## src/hw/rtl/vcfs_pkg.sv

```systemverilog
`timescale 1ns / 1ps
// shared types and constants for the voxel cube frame and layer scanner
// no dependencies

package vcfs_pkg;

	localparam int unsigned EDGE_LENGTH_DEF = 3;
	localparam int unsigned COL_W = 9;

	typedef enum logic [2:0] {
		CMD_TICK   = 3'd0,
		CMD_BOX    = 3'd1,
		CMD_READ   = 3'd2,
		CMD_SHELL  = 3'd3,
		CMD_EDGES  = 3'd4,
		CMD_SHIFT  = 3'd5,
		CMD_MIRROR = 3'd6,
		CMD_COPY   = 3'd7
	} cmd_e_t;

	typedef enum logic [1:0] {
		ACT_OFF    = 2'd0,
		ACT_ON     = 2'd1,
		ACT_TOGGLE = 2'd2,
		ACT_KEEP   = 2'd3
	} act_e_t;

	typedef enum logic [1:0] {
		AXIS_X = 2'd0,
		AXIS_Y = 2'd1,
		AXIS_Z = 2'd2,
		AXIS_N = 2'd3
	} axis_e_t;

	typedef enum logic {
		ST_EMPTY = 1'b0,
		ST_FULL  = 1'b1
	} ctrl_state_t;

	// controller to datapath
	typedef struct packed {
		logic exec;
	} dp_cmd_t;

endpackage

```

## src/hw/rtl/vcfs_ctrl.sv

```systemverilog
`timescale 1ns / 1ps
// handshake controller: one result slot between input and output side
// depends on vcfs_pkg

module vcfs_ctrl (
	input  logic             clk,
	input  logic             arst_n,
	input  logic             in_valid,
	output logic             in_ready,
	output logic             out_valid,
	input  logic             out_ready,
	output vcfs_pkg::dp_cmd_t dp_cmd
);
	import vcfs_pkg::*;

	ctrl_state_t state_q;
	ctrl_state_t state_nxt;

	always_ff @(posedge clk or negedge arst_n) begin
		if (!arst_n) begin
			state_q <= ST_EMPTY;
		end else begin
			state_q <= state_nxt;
		end
	end

	always_comb begin
		state_nxt   = state_q;
		out_valid   = 1'b0;
		in_ready    = 1'b0;
		dp_cmd.exec = 1'b0;
		case (state_q)
			ST_EMPTY: begin
				in_ready    = 1'b1;
				dp_cmd.exec = in_valid;
				if (in_valid) begin
					state_nxt = ST_FULL;
				end
			end
			ST_FULL: begin
				out_valid   = 1'b1;
				// slot frees on the output transfer, so a new item may enter the same edge
				in_ready    = out_ready;
				dp_cmd.exec = in_valid && out_ready;
				if (out_ready && !in_valid) begin
					state_nxt = ST_EMPTY;
				end
			end
			default: begin
				state_nxt = ST_EMPTY;
			end
		endcase
	end

endmodule

```

## src/hw/rtl/vcfs_datapath.sv

```systemverilog
`timescale 1ns / 1ps
// frame store, scan layer and column latch with per-voxel update logic
// depends on vcfs_pkg

module vcfs_datapath #(
	parameter int unsigned EDGE_LENGTH = vcfs_pkg::EDGE_LENGTH_DEF
) (
	input  logic                      clk,
	input  logic                      arst_n,
	input  vcfs_pkg::dp_cmd_t         dp_cmd,
	input  logic [2:0]                cmd,
	input  logic [1:0]                x_lo,
	input  logic [1:0]                x_hi,
	input  logic [1:0]                y_lo,
	input  logic [1:0]                y_hi,
	input  logic [1:0]                z_lo,
	input  logic [1:0]                z_hi,
	input  logic [1:0]                action,
	input  logic [1:0]                axis,
	input  logic signed [2:0]         shift_step,
	input  logic                      wrap_mode,
	output logic [1:0]                active_layer,
	output logic [vcfs_pkg::COL_W-1:0] column_pattern,
	output logic                      led_value
);
	import vcfs_pkg::*;

	localparam int unsigned CW = $clog2(EDGE_LENGTH);
	localparam logic [2:0] MAXC = 3'(EDGE_LENGTH - 1);

	typedef logic [EDGE_LENGTH-1:0][EDGE_LENGTH-1:0][EDGE_LENGTH-1:0] frame_t;

	function automatic logic [CW-1:0] sat(input logic [1:0] v);
		return ({1'b0, v} > MAXC) ? CW'(MAXC) : CW'(v);
	endfunction

	function automatic logic apply_act(input logic v, input act_e_t a);
		logic r;
		case (a)
			ACT_OFF:    r = 1'b0;
			ACT_ON:     r = 1'b1;
			ACT_TOGGLE: r = ~v;
			default:    r = v;
		endcase
		return r;
	endfunction

	frame_t            frame_q;
	frame_t            frame_nxt;
	logic [CW-1:0]     layer_q;
	logic [CW-1:0]     layer_nxt;
	logic [COL_W-1:0]  columns_q;
	logic [COL_W-1:0]  columns_nxt;
	logic              led_q;

	cmd_e_t            cmd_e;
	act_e_t            act_e;
	axis_e_t           axis_e;
	logic [CW-1:0]     xl, xh, yl, yh, zl, zh;
	logic [CW-1:0]     src_c [EDGE_LENGTH];
	logic              src_ok [EDGE_LENGTH];

	assign cmd_e  = cmd_e_t'(cmd);
	assign act_e  = act_e_t'(action);
	assign axis_e = axis_e_t'(axis);
	assign xl = sat(x_lo);
	assign xh = sat(x_hi);
	assign yl = sat(y_lo);
	assign yh = sat(y_hi);
	assign zl = sat(z_lo);
	assign zh = sat(z_hi);

	// source coordinate along the shift axis for each destination coordinate
	always_comb begin
		int s0;
		int s;
		for (int d = 0; d < EDGE_LENGTH; d++) begin
			s0 = d - int'(shift_step);
			s  = s0;
			if (s < 0) s = s + EDGE_LENGTH;
			if (s < 0) s = s + EDGE_LENGTH;
			if (s >= EDGE_LENGTH) s = s - EDGE_LENGTH;
			if (s >= EDGE_LENGTH) s = s - EDGE_LENGTH;
			src_c[d]  = CW'(s);
			src_ok[d] = wrap_mode || (s0 >= 0 && s0 < EDGE_LENGTH);
		end
	end

	for (genvar gx = 0; gx < EDGE_LENGTH; gx++) begin : g_x
		for (genvar gy = 0; gy < EDGE_LENGTH; gy++) begin : g_y
			for (genvar gz = 0; gz < EDGE_LENGTH; gz++) begin : g_z
				localparam int unsigned BX = (gx == 0 || gx == EDGE_LENGTH - 1) ? 1 : 0;
				localparam int unsigned BY = (gy == 0 || gy == EDGE_LENGTH - 1) ? 1 : 0;
				localparam int unsigned BZ = (gz == 0 || gz == EDGE_LENGTH - 1) ? 1 : 0;
				localparam int unsigned BORDERS = BX + BY + BZ;
				localparam int unsigned MX = EDGE_LENGTH - 1 - gx;
				localparam int unsigned MY = EDGE_LENGTH - 1 - gy;
				localparam int unsigned MZ = EDGE_LENGTH - 1 - gz;

				logic cur;
				logic box_hit;
				logic shifted;
				logic mirrored;

				assign cur = frame_q[gx][gy][gz];
				assign box_hit = (CW'(gx) >= xl) && (CW'(gx) <= xh)
					&& (CW'(gy) >= yl) && (CW'(gy) <= yh)
					&& (CW'(gz) >= zl) && (CW'(gz) <= zh);

				always_comb begin
					case (axis_e)
						AXIS_X:  shifted = src_ok[gx] && frame_q[src_c[gx]][gy][gz];
						AXIS_Y:  shifted = src_ok[gy] && frame_q[gx][src_c[gy]][gz];
						default: shifted = src_ok[gz] && frame_q[gx][gy][src_c[gz]];
					endcase
				end

				always_comb begin
					case (axis_e)
						AXIS_X:  mirrored = frame_q[MX][gy][gz];
						AXIS_Y:  mirrored = frame_q[gx][MY][gz];
						AXIS_Z:  mirrored = frame_q[gx][gy][MZ];
						default: mirrored = cur;
					endcase
				end

				always_comb begin
					case (cmd_e)
						CMD_BOX:    frame_nxt[gx][gy][gz] = box_hit ? apply_act(cur, act_e) : cur;
						CMD_SHELL:  frame_nxt[gx][gy][gz] =
							(BORDERS >= 1) ? apply_act(cur, act_e) : cur;
						CMD_EDGES:  frame_nxt[gx][gy][gz] =
							(BORDERS >= 2) ? apply_act(cur, act_e) : cur;
						CMD_SHIFT:  frame_nxt[gx][gy][gz] = shifted;
						CMD_MIRROR: frame_nxt[gx][gy][gz] = mirrored;
						CMD_COPY:   frame_nxt[gx][gy][gz] =
							(CW'(gx) == xh) ? frame_q[xl][gy][gz] : cur;
						default:    frame_nxt[gx][gy][gz] = cur;
					endcase
				end
			end
		end
	end

	assign layer_nxt = (layer_q == CW'(EDGE_LENGTH - 1)) ? '0 : layer_q + CW'(1);

	// column bit y*EDGE_LENGTH+z of the next layer, kept to the low nine
	for (genvar gi = 0; gi < COL_W; gi++) begin : g_col
		if (gi < EDGE_LENGTH * EDGE_LENGTH) begin : g_on
			assign columns_nxt[gi] = frame_q[layer_nxt][gi / EDGE_LENGTH][gi % EDGE_LENGTH];
		end else begin : g_off
			assign columns_nxt[gi] = 1'b0;
		end
	end

	always_ff @(posedge clk or negedge arst_n) begin
		if (!arst_n) begin
			frame_q   <= '0;
			layer_q   <= '0;
			columns_q <= '0;
			led_q     <= 1'b0;
		end else if (dp_cmd.exec) begin
			frame_q <= frame_nxt;
			led_q   <= (cmd_e == CMD_READ) ? frame_q[xl][yl][zl] : 1'b0;
			if (cmd_e == CMD_TICK) begin
				layer_q   <= layer_nxt;
				columns_q <= columns_nxt;
			end
		end
	end

	assign active_layer   = 2'(layer_q);
	assign column_pattern = columns_q;
	assign led_value      = led_q;

endmodule

```

## src/hw/rtl/voxel_cube_frame_and_scan_top.sv

```systemverilog
`timescale 1ns / 1ps
// voxel cube frame store and layer scanner, top level
// the result of a command is valid the cycle after its input transfer
// throughput: one command per cycle while out_ready is high; a single result
// register sits between the sides, and all voxels of the frame update together
// reset: arst_n clears the frame, the scan layer, the column latch and the result slot
// depends on vcfs_pkg, vcfs_ctrl, vcfs_datapath

module voxel_cube_frame_and_scan_top #(
	parameter int unsigned EDGE_LENGTH = vcfs_pkg::EDGE_LENGTH_DEF
) (
	input  logic                       clk,
	input  logic                       arst_n,
	input  logic                       in_valid,
	output logic                       in_ready,
	input  logic [2:0]                 cmd,
	input  logic [1:0]                 x_lo,
	input  logic [1:0]                 x_hi,
	input  logic [1:0]                 y_lo,
	input  logic [1:0]                 y_hi,
	input  logic [1:0]                 z_lo,
	input  logic [1:0]                 z_hi,
	input  logic [1:0]                 action,
	input  logic [1:0]                 axis,
	input  logic signed [2:0]          shift_step,
	input  logic                       wrap_mode,
	output logic                       out_valid,
	input  logic                       out_ready,
	output logic [1:0]                 active_layer,
	output logic [vcfs_pkg::COL_W-1:0] column_pattern,
	output logic                       led_value
);
	import vcfs_pkg::*;

	dp_cmd_t dp_cmd;

	vcfs_ctrl u_ctrl (
		.clk       (clk),
		.arst_n    (arst_n),
		.in_valid  (in_valid),
		.in_ready  (in_ready),
		.out_valid (out_valid),
		.out_ready (out_ready),
		.dp_cmd    (dp_cmd)
	);

	vcfs_datapath #(
		.EDGE_LENGTH (EDGE_LENGTH)
	) u_dp (
		.clk            (clk),
		.arst_n         (arst_n),
		.dp_cmd         (dp_cmd),
		.cmd            (cmd),
		.x_lo           (x_lo),
		.x_hi           (x_hi),
		.y_lo           (y_lo),
		.y_hi           (y_hi),
		.z_lo           (z_lo),
		.z_hi           (z_hi),
		.action         (action),
		.axis           (axis),
		.shift_step     (shift_step),
		.wrap_mode      (wrap_mode),
		.active_layer   (active_layer),
		.column_pattern (column_pattern),
		.led_value      (led_value)
	);

endmodule

```

## config.mk

```make
export PLATFORM = sky130hd
export DESIGN_NAME = voxel_cube_frame_and_scan_top
export DESIGN_NICKNAME = d
export VERILOG_FILES = /design/src/hw/rtl/vcfs_pkg.sv /design/src/hw/rtl/vcfs_ctrl.sv /design/src/hw/rtl/vcfs_datapath.sv /design/src/hw/rtl/voxel_cube_frame_and_scan_top.sv
export SDC_FILE = /design/constraint.sdc
export NUM_CORES = 1
export LEC_CHECK = 0
export ABC_CLOCK_PERIOD_IN_PS = 2500
export BUFFER_PORTS_ARGS = -buffer_cell sky130_fd_sc_hd__clkbuf_2
export CAP_MARGIN = 10
export CORE_MARGIN = 2
export CORE_UTILIZATION = 35
export DETAILED_ROUTE_END_ITERATION = 10
export GPL_TIMING_DRIVEN = 0
export SLEW_MARGIN = 0
export SYNTH_ARGS = -nofsm -noshare
export SYNTH_HDL_FRONTEND = slang
export SYNTH_SLANG_ARGS = --single-unit
```

## constraint.sdc

```tcl
create_clock -name clk -period 2.5 [get_ports clk]
set_input_delay 0.5 -clock clk [delete_from_list [all_inputs] [get_ports clk]]
set_output_delay 0.5 -clock clk [all_outputs]
set_load 0.1 [all_outputs]
```

* Word-level counts from Yosys, hierarchy flattened
Cells that the tools add are included.
** Cells by class
- Add/subtract/negate cells :: 16
- Multiply operators :: 0
- Div/mod/pow operators :: 0
- $lt $le $gt $ge :: 49
- Equal/unequal tests :: 52
- Shifts and indexed selects :: 0
- Muxes and demuxes :: 273
- Bitwise gates (word level) :: 28
- Reductions and logical operators :: 201
** Operators by type and width (number)
- $mux W32 :: 9
- $add A32 B2 Y32 const B :: 6
- $ge A32 B2 Y1 const B :: 6
- $lt A32 B1 Y1 const B :: 6
- $logic_and A1 B1 Y1 :: 161
- $reduce_and A5 Y1 :: 27
- $pmux W1 S5 :: 26
- $pmux W1 S3 :: 36
- $ge A32 B1 Y1 const B :: 3
- $lt A32 B2 Y1 const B :: 3
- $sub A32 B2 Y32 const B :: 3
- $mux W1 :: 92
- $bmux W9 S2 :: 5
- $pmux W1 S2 :: 42
- $ne A2 B1 Y1 const B :: 32
- $bmux W3 S2 :: 10
- $bmux W1 S2 :: 28
- $mux W9 :: 5
- $mux W3 :: 10
- $not A1 Y1 :: 28
- $lt A2 B3 Y1 const B :: 7
- $mux W2 :: 10
- $eq A3 B3 Y1 const B :: 4
- $ge A1 B2 Y1 const A :: 6
- other kinds (28) :: 54
** Storage, ports and cells
- Bits in registers :: 40
- Latch bits :: 0
- RAM bits :: 0
- ROM bits :: 0
- Bits of input ports :: 27
- Output and inout port bits :: 14
- Logic and storage cells :: 650
- Memories :: 0

* Logic depth before layout (Yosys ltp)
- Depth in word-level cells :: 14
- Mapped depth :: 28
- Mapped depth without buffers :: 23

* By module
Synthesis repeated with hierarchy kept, for this count alone.
** Unflattened totals
- Cells, all modules :: 1030
- Area, all modules :: 7118.1 um^2
** By module, submodules not included
- vcfs_datapath :: times used 1, cells an instance 1026, area an instance 7064.3 um^2
- vcfs_ctrl :: times used 1, cells an instance 4, area an instance 53.8 um^2

* Worst setup path before layout
OpenSTA, ideal clock, no wires.
- Kind :: input port to flip-flop
- Start point :: input port shift_step[2]
- End point :: register u_dp.frame_q[22] in the netlist's numbering
- Library setup time :: 0.065 ns
- Arrival time :: 6.895 ns
- Required time :: 2.435 ns
- Slack :: -4.460 ns
- Cell stages on the path :: 26
- Buffers on the path :: 4
- Cell sequence :: clkbuf_1 > clkbuf_1 > inv_1 > ha_1 > ha_1 > buf_2 > nor2_1 > or3_1 > ha_1 > or4_4 > a211oi_4 > nand2_1 > nor3_1 > mux2_2 > buf_2 > ha_1 > nor2_1 > nand3_1 > a211o_1 > a2111oi_0 > nand4_1 > nor2_8 > mux2_4 > or4_1 > or3_1 > nand2_1
** On the way
- Longest elaborated chain between the ends :: 14
- Elaborated cells on any way between the ends :: 45
- Classes of those cells :: 10 x add/sub; 12 x order compare; 16 x mux; 7 x reduce/logical
** Ends and longest elaborated chain
- start: declaration :: RTL line voxel_cube_frame_and_scan_top.sv:25 : input logic signed [2:0] shift_step,
- $sub A2 B3 Y4 / $sub A3 B3 Y4 (equally long branches) :: RTL line vcfs_datapath.sv:78 : s0 = d - int'(shift_step);
- $add A32 B2 Y32 / $lt A32 B1 Y1 (equally long branches) :: RTL line vcfs_datapath.sv:80 : if (s < 0) s = s + EDGE_LENGTH;
- $mux W32 :: RTL line vcfs_datapath.sv:80
- $add A32 B2 Y32 / $lt A32 B1 Y1 (equally long branches) :: RTL line vcfs_datapath.sv:81 : if (s < 0) s = s + EDGE_LENGTH;
- $mux W32 :: RTL line vcfs_datapath.sv:81
- $sub A32 B2 Y32 / $ge A32 B2 Y1 (equally long branches) :: RTL line vcfs_datapath.sv:82 : if (s >= EDGE_LENGTH) s = s - EDGE_LENGTH;
- $mux W32 :: RTL line vcfs_datapath.sv:82
- $ge A32 B2 Y1 / $sub A2 B2 Y2 (equally long branches) :: RTL line vcfs_datapath.sv:83 : if (s >= EDGE_LENGTH) s = s - EDGE_LENGTH;
- $mux W2 :: RTL line vcfs_datapath.sv:83
- $bmux W1 S2, or another cell as far along :: RTL line vcfs_datapath.sv:114 : default: shifted = src_ok[gz] && frame_q[gx][gy][src_c[gz]];
- $mux W1 (implied by the code), or another cell as far along :: RTL line vcfs_datapath.sv:114
- $logic_and A1 B1 Y1, on equally long branches :: RTL line vcfs_datapath.sv:114, vcfs_datapath.sv:112, vcfs_datapath.sv:113
- $pmux W1 S2 (*) :: RTL line vcfs_datapath.sv:111 : case (axis_e)
- $pmux W1 S5 (*) :: RTL line vcfs_datapath.sv:128 : case (cmd_e)
- end signal: assignment :: RTL line vcfs_datapath.sv:163 : frame_q <= frame_nxt;
- end: declaration :: RTL line vcfs_datapath.sv:48 : frame_t frame_q;
Mark *: on every way between the ends. The rest lies on a longest branch, timed or not. The select of a mux whose other input is x is not followed.
A chain may end at the register's enable or synchronous reset.

* Worst setup path in the final report
- Start point :: input port shift_step[2]
- End point :: register u_dp.frame_q[17] in the netlist's numbering
** On the way
- Longest elaborated chain between the ends :: 14
- Elaborated cells on any way between the ends :: 45
- Classes of those cells :: 10 x add/sub; 12 x order compare; 16 x mux; 7 x reduce/logical
** Ends and longest elaborated chain (RTL line)
- $sub A3 B3 Y4 / $sub A2 B3 Y4 (equally long branches) :: vcfs_datapath.sv:78
- $add A32 B2 Y32 / $lt A32 B1 Y1 (equally long branches) :: vcfs_datapath.sv:80
- $mux W32 :: vcfs_datapath.sv:80
- $add A32 B2 Y32 / $lt A32 B1 Y1 (equally long branches) :: vcfs_datapath.sv:81
- $mux W32 :: vcfs_datapath.sv:81
- $sub A32 B2 Y32 / $ge A32 B2 Y1 (equally long branches) :: vcfs_datapath.sv:82
- $mux W32 :: vcfs_datapath.sv:82
- $ge A32 B2 Y1 / $sub A2 B2 Y2 (equally long branches) :: vcfs_datapath.sv:83
- $mux W2 :: vcfs_datapath.sv:83
- $bmux W1 S2, or another cell as far along :: vcfs_datapath.sv:114
- $mux W1 (implied by the code), or another cell as far along :: vcfs_datapath.sv:114
- $logic_and A1 B1 Y1, on equally long branches :: vcfs_datapath.sv:114, vcfs_datapath.sv:112, vcfs_datapath.sv:113
- $pmux W1 S2 (*) :: vcfs_datapath.sv:111
- $pmux W1 S5 (*) :: vcfs_datapath.sv:128
Marks and branches as above.

==> run_results.csv <==
group,metric,value,unit
status,outcome,"finished with violations",
status,violations_in_the_final_reports,"negative setup slack",
cts,clkTransAtPathRegs,90,ps
pwr,vdd_ir_drop_max,0.5317,mV
die,num_rows,55,
final_layout,design.final.nets,1359,
final_layout,share_of_layout_cells_above_drive_strength_1,0.2092,
synth,synth.net_count,1250,
worst_setup_path,crit_path_dat,6030,ps
detailed_routing,wl_per_cell,27.33,µm
pwr,leakagePower,4.036,nW
worst_setup_path,category_of_the_critical_setup_timing_path,"in -> reg",
global_route,grt_use_total,0.3457,
cts,cts-buffers-inserted,5,
detailed_routing,dr.pass1.iters,6,
timing,layout_setup_ws,-3313,ps
final_layout,layout.cells.most_common,"nor2_1",
global_route,grt_first_pass_wirelength,62910,µm
timing,clock-skew-final,15.90,ps
detailed_routing,drt_iter0_markers,1487,
cts,cts_tree,"built",
cts,holdBufCountCts,0,
global_route,grt_total_ovfl,0,
final_layout,antenna_cells,0,
cts,h_tree_depth_reported_by_cts,2,
die,io_pins,41,
synth,mean_post_synth_cell_area,6.867,µm²
die,fp.coreArea,0.02264,mm²
detailed_routing,drt_drc_violations_left,0,
detailed_routing,routed-via-count,10580,
worst_setup_path,critical_path.endpoint_type,"flop",
final_layout,area_grow_syn2layout,27.25,%
detailed_routing,vias_per_cell,6.735,
synth,synthesis.yosys.warnings,0,
die,chipWidth,155.9,µm
global_route,grt_pass1_vias,9957,
synth,synth.ff_latch_count,40,
timing,timing.final.crit_period,5813,ps
cts,cts-root-buf,"clkbuf_16",
timing,timing.max_slew.rel_slack,0.08977,
worst_setup_path,worst_setup_path_start_kind,"primary input",
synth,ys_types,94,
placement,placement.io_buffers,35,
placement,detailed_place_hpwl,30570,µm
synth,synth.mux.area_fraction,0.1136,
cts,clock_tree.buffer_depth,2,
synth,synth-simple-area-share,0.2691,
synth,synth_enable_flop_cells,0,
timing,min_period_over_period,2.325,
timing,final_max_slew_violation_count,0,
die,start_util,0.3567,
synth,netlist_instances,1176,
synth,synth_top_family_by_area,"compound AO/OA/AOI/OAI gates",
worst_setup_path,required_time_of_the_worst_setup_path,2720,ps
placement,dp_slack,-4542,ps
timing,final-hold-violation-count,0,
placement,gp_weighted_congestion,1.026,
final_layout,number_of_inserted_filler_cells_in_the_final_layout,2326,
synth,synth_flop_cell,"dfrtp_1",
global_route,pin_count_of_the_biggest_net_entering_global_routing,41,
worst_setup_path,critical_path_fanouts_max,7,
timing,finalHoldWorstSlack,69.13,ps
die,floorplan.die_area,0.02430,mm²
timing,report.final.setup_viol,27,
timing,grt_setup_unrepaired,"yes",
pwr,pwr_density_cell,756.8,mW/mm²
synth,synth_sequential_area_ratio,0.1240,
cts,clk-insertion-delay-late,320,ps
die,die_height,155.9,µm
timing,worstMarginPinSlew,1331,ps
hold_path,class_of_the_tightest_hold_or_removal_check,"in -> async",
synth,post_synth_instance_area,0.008075,mm²
detailed_routing,drtAntennaViolNets,0,
synth,synth-xor-area-share,0.01689,
detailed_routing,total_routed_length,42930,µm
synth,yosys.area_share.adder,0.07282,
final_layout,final_cell_mix,"111 x nor2_1, 106 x nand2_1, 105 x a21oi_1",
job,timing.max_cap.violations,0,
synth,async_set_or_reset_register_ratio_after_synthesis,1.000,
timing,max_freq,172.0,MHz
cts,clock_sink_count,40,
global_route,antenna_found_initial,0,
synth,synth_compound_gate_area_share,0.3327,
## routing by layer
metal / vias up / GRT usage / routed length [µm] / part of all wire
li1: 4604 / - / - / -
met1: 4986 / 0.4468 / 16470 / 0.38
met2: 787 / 0.5116 / 17920 / 0.42
met3: 204 / 0.09722 / 5616 / 0.13
met4: 0 / 0.2049 / 2926 / 0.068
met5: - / 0 / 0 / 0
## critical path: stages
cell	delay (ps)
clkbuf_16	120
clkbuf_16	140
clkbuf_16	140
inv_8	70
ha_4	180
nand2b_4	90
buf_8	130
or3_4	380
ha_4	180
or4_4	560
nor4_4	340
nand2_2	120
nor3_4	200
mux2_4	360
ha_4	170
nor2_2	70
nand3_1	80
a211o_1	280
a2111oi_4	210
nand4_1	160
buf_6	170
nor2_8	120
mux2_4	330
buf_8	140
a222oi_1	370
o21ai_2	170
a21o_1	240
## power by group
| group | switching (mW) | total [mW] | internal (mW) |
|---|---|---|---|
| clock network | 0.377 | 0.849 | 0.473 |
| registers | 0.279 | 1.11 | 0.826 |
| logic | 3.87 | 5.82 | 1.96 |
| total | 4.52 | 7.78 | 3.26 |
## cell usage after synthesis (7+ instances only)
cell type,number,area share
a211oi_1,8,0.0074
inv_1,43,0.020
xnor2_1,8,0.0087
nor4_1,13,0.010
and3_1,13,0.010
buf_1,10,0.0046
mux2_2,12,0.017
and2_1,7,0.0054
dfrtp_1,40,0.12
or3_1,37,0.029
a21o_1,18,0.017
nand2b_1,9,0.0070
or4_1,7,0.0065
o211ai_1,8,0.0074
nor2_1,115,0.053
a31oi_1,20,0.015
a22oi_1,18,0.017
or2_2,8,0.0062
nand2_1,111,0.052
clkbuf_1,86,0.040
a221oi_1,7,0.0076
nor3_1,24,0.015
mux2i_1,58,0.072
nor2b_1,13,0.010
a21oi_1,111,0.069
o21ai_0,105,0.065
o22ai_1,15,0.012
ha_1,47,0.073
nand3_1,40,0.025
## registers in the layout, indices dropped and copies added (netlist names)
signal               flops
u_ctrl.state_q           1
u_dp.active_layer        2
u_dp.column_pattern      9
u_dp.frame_q            27
u_dp.led_value           1
## timing repair
action | 4_1_cts | 5_1_grt
gates cloned | 3 | 0
resized for setup | 114 | 20
endpoints found under the setup margin | 27 | 28
buffers inserted | 61 | 8
hold endpoints to repair | 0 | 0
pin swaps | 49 | 28
## kinds of logic (layout without fill, tap and decap cells)
kind of cell    count (synthesis)  after routing
compound gates                414            414
xor+xnor                       13             13
fa+ha+maj                      47             47
buf+inv                       148            258
flops                          40             40
mux                            80             80
simple gates                  434            434
## final cells by class
class | instances | area, µm² | area share
plain buffers | 100 | 569.3 | 0.05540
repair buffers | 105 | 804.5 | 0.07829
inverters | 45 | 181.4 | 0.01765
well taps | 285 | 356.6 | 0.03470
clock buffers | 5 | 125.1 | 0.01218
multi-input cells | 988 | 7196 | 0.7002
clock inverters | 3 | 42.54 | 0.004140
flip-flops and latches | 40 | 1001 | 0.09741
## final timing paths
kind,startpoint,to,slack [ps],depth (start not counted)
setup / recovery,shift_step[2],u_dp.frame_q[17],-3310,27
hold / removal,arst_n,u_dp.active_layer[1],70,1
setup reg to reg,u_ctrl.state_q,u_dp.frame_q[14],-490,11
hold reg to reg,u_dp.column_pattern[6],u_dp.column_pattern[6],480,2
max in group asynchronous,arst_n,u_dp.frame_q[25],1900,2
min in group clk,in_valid,u_ctrl.state_q,390,2
## per-stage QoR
step	cells	power (mW)	setup TNS (ps)	util	instance area, µm²
2_1_floorplan	1176	4.296	-81220	-	8396
3_3_place_gp	1496	5.901	-109100	0.3943	8927
3_5_place_dp	1496	5.887	-109640	0.3943	8927
4_1_cts	1562	7.390	-82460	0.4470	10120
5_1_grt	1571	8.004	-86410	0.4539	10280
6_report	1571	7.777	-81300	0.4539	10280
No activity file was read; power rests on OpenSTA's default activity.
